--- src/sv/assert_macros.svh ---
// Assertion helpers for the checks in the top-level module.
`ifndef ASSERT_MACROS_SVH
`define ASSERT_MACROS_SVH

// An implication or expression that must hold at every clock edge out of reset.
`define ASSERT_HOLDS(clk, rst, label, prop, msg) \
   label: assert property (@(posedge clk) disable iff (rst) prop) \
      else $error(msg);

// An expression that must never be true at a clock edge out of reset.
`define ASSERT_NEVER(clk, rst, label, expr, msg) \
   label: assert property (@(posedge clk) disable iff (rst) !(expr)) \
      else $error(msg);

`endif

--- src/sv/ffac_pkg.sv ---
`timescale 1ns / 1ps

package ffac_pkg;

   // Build-time sizes of the cell store and of a handle.
   localparam int CELLS       = 128;
   localparam int HANDLE_BITS = 16;

   // Derived widths: a cell index, a count that can hold CELLS, and compare widths.
   localparam int IDX_BITS   = (CELLS > 1) ? $clog2(CELLS) : 1;
   localparam int CNT_BITS   = $clog2(CELLS + 1);
   localparam int CFG_BITS   = 8;
   localparam int WIDE_BITS  = (CNT_BITS > CFG_BITS) ? CNT_BITS : CFG_BITS;
   localparam int FIELD_BITS = 16;
   localparam int CMP_BITS   = (HANDLE_BITS > FIELD_BITS) ? HANDLE_BITS : FIELD_BITS;

   localparam logic [CFG_BITS-1:0] MSIZE_RESET = 8'd128;

   // Operation codes.
   localparam logic [1:0] OP_ALLOC  = 2'd0;
   localparam logic [1:0] OP_ERASE  = 2'd1;
   localparam logic [1:0] OP_DEFRAG = 2'd2;

   // Result status codes.
   localparam logic [1:0] ST_ALLOC   = 2'd0;
   localparam logic [1:0] ST_NOSPACE = 2'd1;
   localparam logic [1:0] ST_ILLEGAL = 2'd2;

   typedef struct packed {
      logic [1:0]            operation;
      logic [CFG_BITS-1:0]   size;
      logic [FIELD_BITS-1:0] handle;
   } ffac_req_type;

   typedef struct packed {
      logic [1:0]            status;
      logic [FIELD_BITS-1:0] new_handle;
   } ffac_rsp_type;

   // Commands from the controller to the datapath.
   typedef struct packed {
      logic       load;
      logic       rd;
      logic       eval;
      logic       mark;
      logic       fill;
      logic       rsp;
      logic [1:0] rsp_status;
   } ffac_cmd_type;

   // Status from the datapath to the controller.
   typedef struct packed {
      logic [1:0] op;
      logic       scan_done;
      logic       exhausted;
      logic       hit;
      logic       found;
      logic       mark_done;
      logic       fill_done;
   } ffac_stat_type;

endpackage

--- src/sv/first_fit_allocator_with_compaction_unit.sv ---
// Allocate reads and evaluates each cell in turn through the fitting one, then marks size cells.
// Erase scans all m cells in use; defragment scans them, then zeroes each freed cell (m: cells in use).
// A no-space allocate scans all m cells, or answers without a scan once the handles have run out.
// One item at a time; the next is taken in the first cycle with busy low, the same cycle
// in which the word is shown on rsp_valid; the receiver cannot stall.
// Synchronous reset frees every cell at once, sets the handle counter to 1 and memory_size to 128.
`timescale 1ns / 1ps
`include "assert_macros.svh"

module first_fit_allocator_with_compaction_unit (
   input  logic                          clock,
   input  logic                          reset,
   input  logic                          start,
   output logic                          busy,
   input  ffac_pkg::ffac_req_type        req_word,
   output logic                          rsp_valid,
   output ffac_pkg::ffac_rsp_type        rsp_word,
   input  logic                          csr_valid,
   output logic                          csr_ready,
   input  logic [ffac_pkg::CFG_BITS-1:0] csr_data
);
   import ffac_pkg::*;

   ffac_cmd_type  cmd;
   ffac_stat_type stat;

   // Configuration is taken whenever no item is at work.
   assign csr_ready = !busy;

   ffac_ctrl u_ctrl (
      .clock  (clock),
      .reset  (reset),
      .start  (start),
      .req_op (req_word.operation),
      .stat   (stat),
      .cmd    (cmd),
      .busy   (busy)
   );

   ffac_dpath u_dpath (
      .clock     (clock),
      .reset     (reset),
      .req_word  (req_word),
      .cmd       (cmd),
      .csr_write (csr_valid && csr_ready),
      .csr_data  (csr_data),
      .stat      (stat),
      .rsp_valid (rsp_valid),
      .rsp_word  (rsp_word)
   );

   // A result never arrives in the cycle right after an item is taken.
   `ASSERT_HOLDS(clock, reset, a_no_rsp_after_accept, (start && !busy) |=> !rsp_valid, "rsp too early")
   // The result strobe comes only once the controller is back to idle.
   `ASSERT_HOLDS(clock, reset, a_rsp_when_idle, rsp_valid |-> !busy, "rsp while busy")
   // No cell store update is commanded while idle.
   `ASSERT_NEVER(clock, reset, a_no_write_idle, !busy && (cmd.eval || cmd.mark || cmd.fill), "write while idle")
   // Failed operations carry a zero handle.
   `ASSERT_HOLDS(clock, reset, a_fail_zero_handle, (rsp_valid && rsp_word.status != ST_ALLOC) |-> (rsp_word.new_handle == '0), "handle on failure")

endmodule

--- src/sv/ffac_ctrl.sv ---
`timescale 1ns / 1ps

module ffac_ctrl (
   input  logic                   clock,
   input  logic                   reset,
   input  logic                   start,
   input  logic [1:0]             req_op,
   input  ffac_pkg::ffac_stat_type stat,
   output ffac_pkg::ffac_cmd_type  cmd,
   output logic                   busy
);
   import ffac_pkg::*;

   typedef enum logic [4:0] {
      S_IDLE  = 5'b00001,
      S_READ  = 5'b00010,
      S_CHECK = 5'b00100,
      S_MARK  = 5'b01000,
      S_FILL  = 5'b10000
   } state_type;

   state_type state_ff;
   state_type state_in;

   assign busy = (state_ff != S_IDLE);

   // Sequencer: read a cell, evaluate it, then mark or fill as the operation needs.
   always_comb begin
      cmd      = '0;
      state_in = state_ff;
      unique case (state_ff)
         S_IDLE: begin
            if (start) begin
               cmd.load = 1'b1;
               if (req_op == OP_ALLOC || req_op == OP_ERASE || req_op == OP_DEFRAG) begin
                  state_in = S_READ;
               end
            end
         end
         S_READ: begin
            if (stat.op == OP_ALLOC && stat.exhausted) begin
               cmd.rsp        = 1'b1;
               cmd.rsp_status = ST_NOSPACE;
               state_in       = S_IDLE;
            end else if (stat.scan_done) begin
               state_in = S_IDLE;
               unique case (stat.op)
                  OP_ALLOC: begin
                     cmd.rsp        = 1'b1;
                     cmd.rsp_status = ST_NOSPACE;
                  end
                  OP_ERASE: begin
                     cmd.rsp        = !stat.found;
                     cmd.rsp_status = ST_ILLEGAL;
                  end
                  OP_DEFRAG: begin
                     state_in = S_FILL;
                  end
                  default: begin
                     state_in = S_IDLE;
                  end
               endcase
            end else begin
               cmd.rd   = 1'b1;
               state_in = S_CHECK;
            end
         end
         S_CHECK: begin
            cmd.eval = 1'b1;
            state_in = stat.hit ? S_MARK : S_READ;
         end
         S_MARK: begin
            if (stat.mark_done) begin
               cmd.rsp        = 1'b1;
               cmd.rsp_status = ST_ALLOC;
               state_in       = S_IDLE;
            end else begin
               cmd.mark = 1'b1;
            end
         end
         S_FILL: begin
            if (stat.fill_done) begin
               state_in = S_IDLE;
            end else begin
               cmd.fill = 1'b1;
            end
         end
         default: begin
            state_in = S_IDLE;
         end
      endcase
   end

   // State register.
   always_ff @(posedge clock) begin
      if (reset) begin
         state_ff <= S_IDLE;
      end else begin
         state_ff <= state_in;
      end
   end

endmodule

--- src/sv/ffac_dpath.sv ---
`timescale 1ns / 1ps

module ffac_dpath (
   input  logic                            clock,
   input  logic                            reset,
   input  ffac_pkg::ffac_req_type          req_word,
   input  ffac_pkg::ffac_cmd_type          cmd,
   input  logic                            csr_write,
   input  logic [ffac_pkg::CFG_BITS-1:0]   csr_data,
   output ffac_pkg::ffac_stat_type         stat,
   output logic                            rsp_valid,
   output ffac_pkg::ffac_rsp_type          rsp_word
);
   import ffac_pkg::*;

   // Cell store with one valid bit per cell; a cell never written reads as free.
   logic [HANDLE_BITS-1:0] owner_mem_ff [CELLS];
   logic [CELLS-1:0]       valid_ff;
   logic [HANDLE_BITS-1:0] rd_data_ff;
   logic                   rd_valid_ff;

   logic [CFG_BITS-1:0]    msize_ff;
   logic [HANDLE_BITS-1:0] next_handle_ff, next_handle_in;
   logic [1:0]             op_ff;
   logic [CFG_BITS-1:0]    size_ff;
   logic [FIELD_BITS-1:0]  handle_ff;
   logic [CNT_BITS-1:0]    idx_ff, idx_in;
   logic [CNT_BITS-1:0]    dst_ff, dst_in;
   logic [CNT_BITS-1:0]    run_len_ff, run_len_in;
   logic [IDX_BITS-1:0]    run_start_ff, run_start_in;
   logic [CNT_BITS-1:0]    wr_cnt_ff, wr_cnt_in;
   logic                   found_ff, found_in;
   logic                   rsp_valid_ff;
   ffac_rsp_type           rsp_word_ff;

   logic [CNT_BITS-1:0]    cells_used;
   logic [HANDLE_BITS-1:0] owner;
   logic                   cell_free;
   logic                   match;
   logic                   wr_en;
   logic [IDX_BITS-1:0]    wr_addr;
   logic [HANDLE_BITS-1:0] wr_data;

   // Number of cells in use, clamped to the built cell count.
   assign cells_used = (WIDE_BITS'(msize_ff) < WIDE_BITS'(CELLS)) ?
                       CNT_BITS'(msize_ff) : CNT_BITS'(CELLS);

   assign owner     = rd_valid_ff ? rd_data_ff : '0;
   assign cell_free = (owner == '0);
   assign match     = (handle_ff != '0) && (CMP_BITS'(owner) == CMP_BITS'(handle_ff));

   // Status toward the controller.
   always_comb begin
      stat.op        = op_ff;
      stat.scan_done = (idx_ff == cells_used);
      stat.exhausted = (next_handle_ff == '0);
      stat.hit       = (op_ff == OP_ALLOC) && cell_free &&
                       ((WIDE_BITS'(run_len_ff) + WIDE_BITS'(1)) >= WIDE_BITS'(size_ff));
      stat.found     = found_ff;
      stat.mark_done = (WIDE_BITS'(wr_cnt_ff) == WIDE_BITS'(size_ff));
      stat.fill_done = (dst_ff == cells_used);
   end

   // Write port select: erase clears, defragment moves down, allocate marks, fill zeroes.
   always_comb begin
      wr_en   = 1'b0;
      wr_addr = idx_ff[IDX_BITS-1:0];
      wr_data = '0;
      if (cmd.eval) begin
         case (op_ff)
            OP_ERASE: begin
               wr_en = match;
            end
            OP_DEFRAG: begin
               wr_en   = !cell_free;
               wr_addr = dst_ff[IDX_BITS-1:0];
               wr_data = owner;
            end
            default: begin
               wr_en = 1'b0;
            end
         endcase
      end
      if (cmd.mark) begin
         wr_en   = 1'b1;
         wr_addr = run_start_ff + wr_cnt_ff[IDX_BITS-1:0];
         wr_data = next_handle_ff;
      end
      if (cmd.fill) begin
         wr_en   = 1'b1;
         wr_addr = dst_ff[IDX_BITS-1:0];
         wr_data = '0;
      end
   end

   // Next values of the scan counters and flags.
   always_comb begin
      idx_in         = idx_ff;
      dst_in         = dst_ff;
      run_len_in     = run_len_ff;
      run_start_in   = run_start_ff;
      wr_cnt_in      = wr_cnt_ff;
      found_in       = found_ff;
      next_handle_in = next_handle_ff;
      if (cmd.load) begin
         idx_in     = '0;
         dst_in     = '0;
         run_len_in = '0;
         wr_cnt_in  = '0;
         found_in   = 1'b0;
      end
      if (cmd.eval) begin
         idx_in = idx_ff + 1'b1;
         case (op_ff)
            OP_ALLOC: begin
               if (cell_free) begin
                  run_len_in = run_len_ff + 1'b1;
                  if (run_len_ff == '0) begin
                     run_start_in = idx_ff[IDX_BITS-1:0];
                  end
               end else begin
                  run_len_in = '0;
               end
            end
            OP_ERASE: begin
               if (match) begin
                  found_in = 1'b1;
               end
            end
            OP_DEFRAG: begin
               if (!cell_free) begin
                  dst_in = dst_ff + 1'b1;
               end
            end
            default: begin
               idx_in = idx_ff + 1'b1;
            end
         endcase
      end
      if (cmd.mark) begin
         wr_cnt_in = wr_cnt_ff + 1'b1;
      end
      if (cmd.fill) begin
         dst_in = dst_ff + 1'b1;
      end
      // The counter wraps to zero after the last handle and then stays there.
      if (cmd.rsp && cmd.rsp_status == ST_ALLOC) begin
         next_handle_in = next_handle_ff + 1'b1;
      end
   end

   // Memory array and registered read.
   always_ff @(posedge clock) begin
      if (wr_en) begin
         owner_mem_ff[wr_addr] <= wr_data;
      end
      if (cmd.rd) begin
         rd_data_ff <= owner_mem_ff[idx_ff[IDX_BITS-1:0]];
      end
   end

   // Valid bits: reset frees every cell at once.
   always_ff @(posedge clock) begin
      if (reset) begin
         valid_ff    <= '0;
         rd_valid_ff <= 1'b0;
      end else begin
         if (wr_en) begin
            valid_ff[wr_addr] <= 1'b1;
         end
         if (cmd.rd) begin
            rd_valid_ff <= valid_ff[idx_ff[IDX_BITS-1:0]];
         end
      end
   end

   // Control registers.
   always_ff @(posedge clock) begin
      if (reset) begin
         msize_ff       <= MSIZE_RESET;
         next_handle_ff <= HANDLE_BITS'(1);
         rsp_valid_ff   <= 1'b0;
         idx_ff         <= '0;
         dst_ff         <= '0;
         run_len_ff     <= '0;
         wr_cnt_ff      <= '0;
         found_ff       <= 1'b0;
      end else begin
         if (csr_write) begin
            msize_ff <= csr_data;
         end
         next_handle_ff <= next_handle_in;
         rsp_valid_ff   <= cmd.rsp;
         idx_ff         <= idx_in;
         dst_ff         <= dst_in;
         run_len_ff     <= run_len_in;
         wr_cnt_ff      <= wr_cnt_in;
         found_ff       <= found_in;
      end
   end

   // Latched request fields, run start and result word.
   always_ff @(posedge clock) begin
      run_start_ff <= run_start_in;
      if (cmd.load) begin
         op_ff     <= req_word.operation;
         size_ff   <= req_word.size;
         handle_ff <= req_word.handle;
      end
      if (cmd.rsp) begin
         rsp_word_ff.status     <= cmd.rsp_status;
         rsp_word_ff.new_handle <= (cmd.rsp_status == ST_ALLOC) ?
                                   CMP_BITS'(next_handle_ff) : '0;
      end
   end

   assign rsp_valid = rsp_valid_ff;
   assign rsp_word  = rsp_word_ff;

endmodule

--- config.mk ---
export PLATFORM = sky130hd
export DESIGN_NAME = first_fit_allocator_with_compaction_unit
export DESIGN_NICKNAME = d
export VERILOG_FILES = /design/src/sv/ffac_pkg.sv /design/src/sv/first_fit_allocator_with_compaction_unit.sv /design/src/sv/ffac_ctrl.sv /design/src/sv/ffac_dpath.sv
export VERILOG_INCLUDE_DIRS = /design/src /design/src/sv
export SDC_FILE = /design/constraint.sdc
export NUM_CORES = 2
export LEC_CHECK = 0
export BUFFER_PORTS_ARGS = -buffer_cell sky130_fd_sc_hd__buf_2
export CAP_MARGIN = 0
export CORE_ASPECT_RATIO = 0.6
export CORE_MARGIN = 5
export CORE_UTILIZATION = 40
export CTS_BUF_LIST = sky130_fd_sc_hd__clkbuf_8
export DETAILED_ROUTE_END_ITERATION = 8
export GPL_ROUTABILITY_DRIVEN = 1
export SLEW_MARGIN = 20
export SYNTH_ARGS = -nofsm -noshare
export SYNTH_HDL_FRONTEND = slang
export SYNTH_SLANG_ARGS = --single-unit
--- constraint.sdc ---
create_clock -name clock -period 19.6 [get_ports clock]
set_clock_uncertainty 0.15 [all_clocks]
set_input_delay 0.98 -clock clock [delete_from_list [all_inputs] [get_ports clock]]
set_output_delay 0.98 -clock clock [all_outputs]
set_load 0.02 [all_outputs]
* After elaboration in Yosys (flattened, before gate mapping)
Memory sizes are Yosys's and may differ from the RTL's. A register that Yosys moved wholly into a read port is not among the register bits.
Index checks and enable logic that the tools add are counted.
** Storage, ports and cells
- Flip-flop bits (word level) :: 243
- Memory bits (writable) :: 2048
- Input bits :: 38
- Output and inout bits :: 21
- Logic and storage cells :: 131
- Memories kept :: 1
** Operators by class
- Add/sub/neg operators :: 6
- Order comparisons :: 5
- Equal/unequal tests :: 18
- Multiplexer cells :: 60
- Bitwise gates (word level) :: 1
- Reduce and logical (&&, ||, !) cells :: 23
** Memory list
- u_dpath.owner_mem_ff :: words 128, bits a word 16, rd ports 1, clocked after memory_dff 1, wr ports 1, RTL line ffac_dpath.sv:17 : logic [HANDLE_BITS-1:0] owner_mem_ff [CELLS];
** Operators by type and width (number)
- OR 128 bit :: 1
- 2-to-1 mux 8 bit :: 13
- 2-to-1 mux 16 bit :: 5
- 2-to-1 mux 5 bit :: 7
- adder 8 x 1 -> 8 bit, second input constant :: 4
- zero test 16 bit :: 2
- 2-to-1 mux 7 bit :: 4
- one-hot mux 5 bit (5 select lines) :: 1
- equality test 8 bit :: 3
- 2-to-1 mux 1 bit :: 21
- adder 16 x 1 -> 16 bit, second input constant :: 1
- equality test 16 bit :: 1
- less-than comparator 7 x 8 -> 1 bit, second input constant :: 2
- nonzero test 16 bit :: 1
- one-hot mux 3 bit (2 select lines) :: 2
- 2-to-1 mux 3 bit :: 3
- >= comparator 8 bit :: 1
- zero test 8 bit :: 1
- less-than comparator 8 bit, second input constant :: 1
- AND reduction 4 bit :: 2
- adder 7 bit :: 1
- binary-select mux 1 bit (select 7 bit) :: 1
- demux 1 bit (select 7 bit) :: 1
- >= comparator 7 x 1 -> 1 bit, second input constant :: 1
- 17 further kinds :: 33

* Logic depth before layout (Yosys ltp)
- Depth after elaboration :: 11
- Mapped depth :: 13
- Depth with buffers taken out :: 10

* Hierarchy
A second synthesis with hierarchy kept.
** Second synthesis, totals
- Cell total of the unflattened synthesis :: 4630
- Area, all modules :: 90530.6 um^2
** Modules (own cells, without submodules)
- ffac_dpath :: times used 1, cells each 4581, area an instance 90164.0 um^2, seq. area each 67254.5 um^2
- ffac_ctrl :: times used 1, cells each 47, area an instance 356.6 um^2, seq. area each 100.1 um^2
- first_fit_allocator_with_compaction_unit :: times used 1, cells each 2, area an instance 10.0 um^2, seq. area each 0.0 um^2

* Worst setup path before layout
No wires, ideal clock.
- Path kind :: register -> register
- Start point :: register u_ctrl.state_ff[4]
- End point :: memory u_dpath.owner_mem_ff[0][0], data pin
- Setup time :: 1.197 ns
- Arrival time :: 6.565 ns
- Required time :: 18.253 ns
- Setup slack :: 11.688 ns
- Stages on the path, launching flop included :: 8
- Buffers on the path :: 3
- Period minus slack after synthesis :: 7.912 ns
- Cell sequence :: dfxtp_1 -> or3_4 -> nor3b_4 -> o41ai_2 -> buf_4 -> buf_4 -> clkbuf_1 -> o21ai_0
** Between the ends
- Word-level cells in the longest chain between the ends :: 5
- Elaborated cells between the ends (all ways) :: 9
- Classes of those cells :: 3 x eq/ne; 6 x mux
** Ends and longest elaborated chain
- from (decl) :: RTL line ffac_ctrl.sv:22 : state_type state_ff;
- from (signal assigned) :: RTL line ffac_ctrl.sv:99 : state_ff <= state_in;
- equality test 5 x 3 -> 1 bit :: RTL line ffac_ctrl.sv:31 : unique case (state_ff)
- 2-to-1 mux 1 bit :: RTL line ffac_ctrl.sv:31
- 2-to-1 mux 16 bit :: RTL line ffac_dpath.sv:69 : if (cmd.eval) begin
- 2-to-1 mux 16 bit :: RTL line ffac_dpath.sv:84 : if (cmd.mark) begin
- 2-to-1 mux 16 bit * :: RTL line ffac_dpath.sv:89 : if (cmd.fill) begin
- via u_dpath.wr_data[0] :: RTL line ffac_dpath.sv:42 : logic [HANDLE_BITS-1:0] wr_data;
- to (decl) :: RTL line ffac_dpath.sv:17
The timed path passes the listed nets; every way through them passes the cells marked *.

* Worst setup path in the final report
- Start point :: register u_dpath.idx_ff[1]
- End point :: register u_dpath.rd_data_ff[1], read port of u_dpath.owner_mem_ff, data pin
** Between the ends
- Word-level cells in the longest chain between the ends :: 4
** Ends and longest elaborated chain
- from (decl) :: RTL line ffac_dpath.sv:27 : logic [CNT_BITS-1:0] idx_ff, idx_in;
- from (signal assigned) :: RTL line ffac_dpath.sv:194 : idx_ff <= idx_in;
- equality test 8 bit :: RTL line ffac_dpath.sv:55 : stat.scan_done = (idx_ff == cells_used);
- 2-to-1 mux 1 bit :: RTL line ffac_ctrl.sv:45 : end else if (stat.scan_done) begin
- 2-to-1 mux 1 bit :: RTL line ffac_ctrl.sv:41 : if (stat.op == OP_ALLOC && stat.exhausted) begin
- 2-to-1 mux 1 bit :: RTL line ffac_ctrl.sv:31
- to (decl) :: RTL line ffac_dpath.sv:19 : logic [HANDLE_BITS-1:0] rd_data_ff;
Parallel ways exist; a longest one is shown, timed or not.
A chain may end at the register's enable or synchronous reset.

==> impl_metrics.py <==
metrics = {
    "status": {
        "status": "finished, final reports clean",
    },
    "timing": {
        "fmax_ghz": 0.151,
        "rsz0062_at_grt": "no",
        "hold_ws_ps": 92.8,
        "period_needed_ps": 6620,
        "layout_setup_ws_ps": 12980,
        "slew_headroom_pct": 21.9,
        "hold_viol": 0,
        "worst_pin_slew_ps": 1170,
        "fin_tns_setup_ps": 0,
        "maxSlewViolCount": 0,
        "fin_crit_sh_pct": 33.8,
        "finalSetupViolations": 0,
    },
    "synthesis": {
        "yosys-top-cells-area": "edfxtp_1 (70%), mux4_2 (18%), dfxtp_1 (4.2%)",
        "yosys.area.top_type_share_pct": 70.0,
        "synth_top_cell_by_area": "edfxtp_1",
        "synth_cell_types": 83,
        "synth-seq-cells": 2307,
        "synth_ff_type": "edfxtp_1",
        "syn_nets": 4402,
        "ys_top_cells_by_count": "edfxtp_1 (2,115), mux4_2 (713), nor2_1 (215)",
        "synth_edf_count": 2115,
        "ys.warnings.count": 0,
        "netlist_instances": 4337,
        "synth.most_common_cell": "edfxtp_1",
        "synth_area_um2": 90700,
        "yosysSeqAreaShare_pct": 74.3,
        "avgSynthCellArea_um2": 20.9,
        "async_flop_share_pct": 0,
    },
    "worst_setup_path": {
        "arrival_ps": 7150,
        "crit_type": "register to register",
        "cp_max_fo": 66,
        "rr_endpoint": "u_dpath.rd_data_ff[1]$_DFFE_PP_",
        "cpMaxStageDelayCell": "dfxtp_4",
        "slowest_delay_ps": 1020,
        "rrSetupSlack_ps": 12980,
        "rr_worst_depth": 8,
        "cp-end-kind": "register",
        "cpMostUsedCell": "buf_4",
        "cp-start-kind": "register",
        "r2r-start": "u_dpath.idx_ff[1]$_SDFFE_PP0P_",
        "required_ps": 20130,
        "worstPathCellList": "buf_4 -> buf_4 -> buf_4 -> buf_4 -> mux4_2 -> mux4_2 -> mux4_2 -> mux2_2",
    },
    "floorplan": {
        "fp.dieH_um": 379,
        "boundaryPins": 59,
        "fp.dieW_um": 625,
        "die_area_um2": 237000,
        "rows": 135,
        "initial_utilization_pct": 40.2,
        "coreArea_um2": 226000,
    },
    "drt": {
        "detail-route-antenna-nets": 0,
        "drt_iter0_markers": 6840,
        "post_drt_wl_per_cell_um": 30.5,
        "viasPerCell": 5.85,
        "wl_um": 242000,
        "dr.pass1.iters": 5,
        "vias": 46400,
        "drc_errors": 0,
    },
    "hold_path": {
        "holdPathStages": 1,
        "hold_path.class": "input pin to register",
        "min_to": "u_dpath.handle_ff[2]$_DFFE_PP_",
        "worstHoldStart": "req_word[2]",
    },
    "job": {
        "cap_viol_max_count": 0,
    },
    "place": {
        "dp_hpwl_um": 144000,
        "preCtsSetupSlack_ps": 12740,
        "gp_congestion": 0.810,
        "io_buffers": 58,
        "dpl.cell_count": 7325,
        "placed_area_um2": 95400,
    },
    "clocking": {
        "h-tree-depth": 5,
        "cts_resized": 0,
        "clk_latency_ps": 930,
        "cts_setup_buffers": 0,
        "numCtsBuffers": 326,
        "cts_num_sinks": 2307,
        "cts-root-buf": "clkbuf_8",
        "cts_tree": "built",
        "clkTransAtPathRegs_ps": 70,
        "clock_path_buffers": 4,
        "cts_hold_buf": 0,
    },
    "pwr": {
        "ir_worst_vdd_mv": 0.0484,
        "switchingPower_mw": 1.86,
        "powerDensity_nw_per_um2": 88.0,
        "switching_share_pct": 20.8,
        "pwr-share-clk_pct": 40.0,
        "power_frac_comb_pct": 0.6,
        "p_seq_share_pct": 59.5,
        "total_power_mw": 8.92,
        "intPower_mw": 7.07,
        "leakage_nw": 27.6,
    },
    "global_routing": {
        "grt_overflow": 0,
        "grt_max_degree": 123,
        "antenna_found_initial": 23,
        "grt_pass1_wl_um": 342000,
        "gr-usage-all-layers_pct": 20.2,
        "grt_pass1_vias": 45000,
    },
    "final_layout": {
        "final_area_um2": 101000,
        "fin_nets": 4704,
        "syn_to_final_growth_pct": 11.8,
        "stdcell_count": 7932,
        "drive_above_1_share_pct": 30.3,
        "postLayoutCoreUtil_pct": 44.9,
    },
}
[sequential cells by signal, indices dropped and copies added, names as in the netlist]
name,count
u_dpath.handle_ff,16
u_dpath.idx_ff,8
u_dpath.wr_cnt_ff,8
u_dpath.valid_ff,128
u_dpath.next_handle_ff,16
u_dpath.msize_ff,8
u_dpath.owner_mem_ff,2048
u_dpath.rd_valid_ff,1
u_dpath.rsp_word,18
u_dpath.run_len_ff,8
u_dpath.found_ff,1
u_dpath.rd_data_ff,16
u_ctrl.state_ff,5
u_dpath.op_ff,2
u_dpath.size_ff,8
u_dpath.dst_ff,8
u_dpath.run_start_ff,7
u_dpath.rsp_valid,1
[worst max-delay path: cells and delay by family, from the launching register on]
kind                   cells  cell delay, ps
muxes                      4            1760
buffers and inverters      4            3230
DFF                        1            1020
[logic make-up (layout without fill, tap and decap cells)]
family | after synthesis | count (layout) | share of synthesized area, %
flops | 2307 | 2307 | 74.3
mux | 740 | 740 | 18.0
simple gates | 500 | 500 | 2.69
buf+inv | 422 | 950 | 1.89
compound gates | 293 | 293 | 2.26
xor+xnor | 48 | 48 | 0.464
fa+ha+maj | 27 | 27 | 0.381
other cells | 0 | 53 | 0
[worst max-delay path by stage]
stage | start | slack (ps) | cells past startpoint | endpoint
after floorplan | u_ctrl.state_ff[4]$_SDFFE_PP0P_ | 11690 | 7 | u_dpath.owner_mem_ff[0][0]$_DFFE_PP_
after global placement | u_dpath.idx_ff[0]$_SDFFE_PP0P_ | 12770 | 8 | u_dpath.rd_data_ff[8]$_DFFE_PP_
after detailed placement | u_dpath.idx_ff[0]$_SDFFE_PP0P_ | 12740 | 8 | u_dpath.rd_data_ff[5]$_DFFE_PP_
after CTS | u_dpath.idx_ff[0]$_SDFFE_PP0P_ | 12710 | 8 | u_dpath.rd_data_ff[5]$_DFFE_PP_
after global routing | u_dpath.idx_ff[0]$_SDFFE_PP0P_ | 12610 | 8 | u_dpath.rd_data_ff[5]$_DFFE_PP_
final | u_dpath.idx_ff[1]$_SDFFE_PP0P_ | 12980 | 8 | u_dpath.rd_data_ff[1]$_DFFE_PP_
[final cells by class]
cell class                      count  area [um^2]
Fill cell                       19000       124000
Inverter                          159          597
Timing Repair Buffer              237         1670
Multi-Input combinational cell   1608        22000
Tap cell                         3014         3770
Sequential cell                  2307        67400
Clock buffer                      341         4690
Antenna cell                       53          133
Clock inverter                    213         1190
[cells in the final DEF, fill, tap and decap left out, types with 53 or more instances in the layout]
| master | instances |
|---|---|
| dfxtp_1 | 186 |
| mux4_2 | 713 |
| nand2_1 | 74 |
| clkinv_1 | 59 |
| nor2_1 | 161 |
| buf_2 | 57 |
| clkbuf_8 | 341 |
| diode_2 | 53 |
| inv_1 | 261 |
| edfxtp_1 | 2115 |
| buf_4 | 175 |
| o22ai_1 | 128 |
[per-layer routing]
metal,track usage [%],part of all wire [%]
met4,3.87,1.7
met2,26.1,40
met1,32.6,46
met3,6.95,13
met5,0,0.047
[power groups by stage]
stage | Sequential, mW | Clock, mW | Combinational (mW)
6_report | 5.31 | 3.57 | 0.0510
5_1_grt | 5.30 | 3.87 | 0.0559
4_1_cts | 5.31 | 3.64 | 0.0506
3_5_place_dp | 5.41 | 0 | 0.0504
3_3_place_gp | 5.41 | 0 | 0.0492
2_1_floorplan | 5.41 | 0 | 0.0363
No activity file was read; power rests on OpenSTA's default activity.
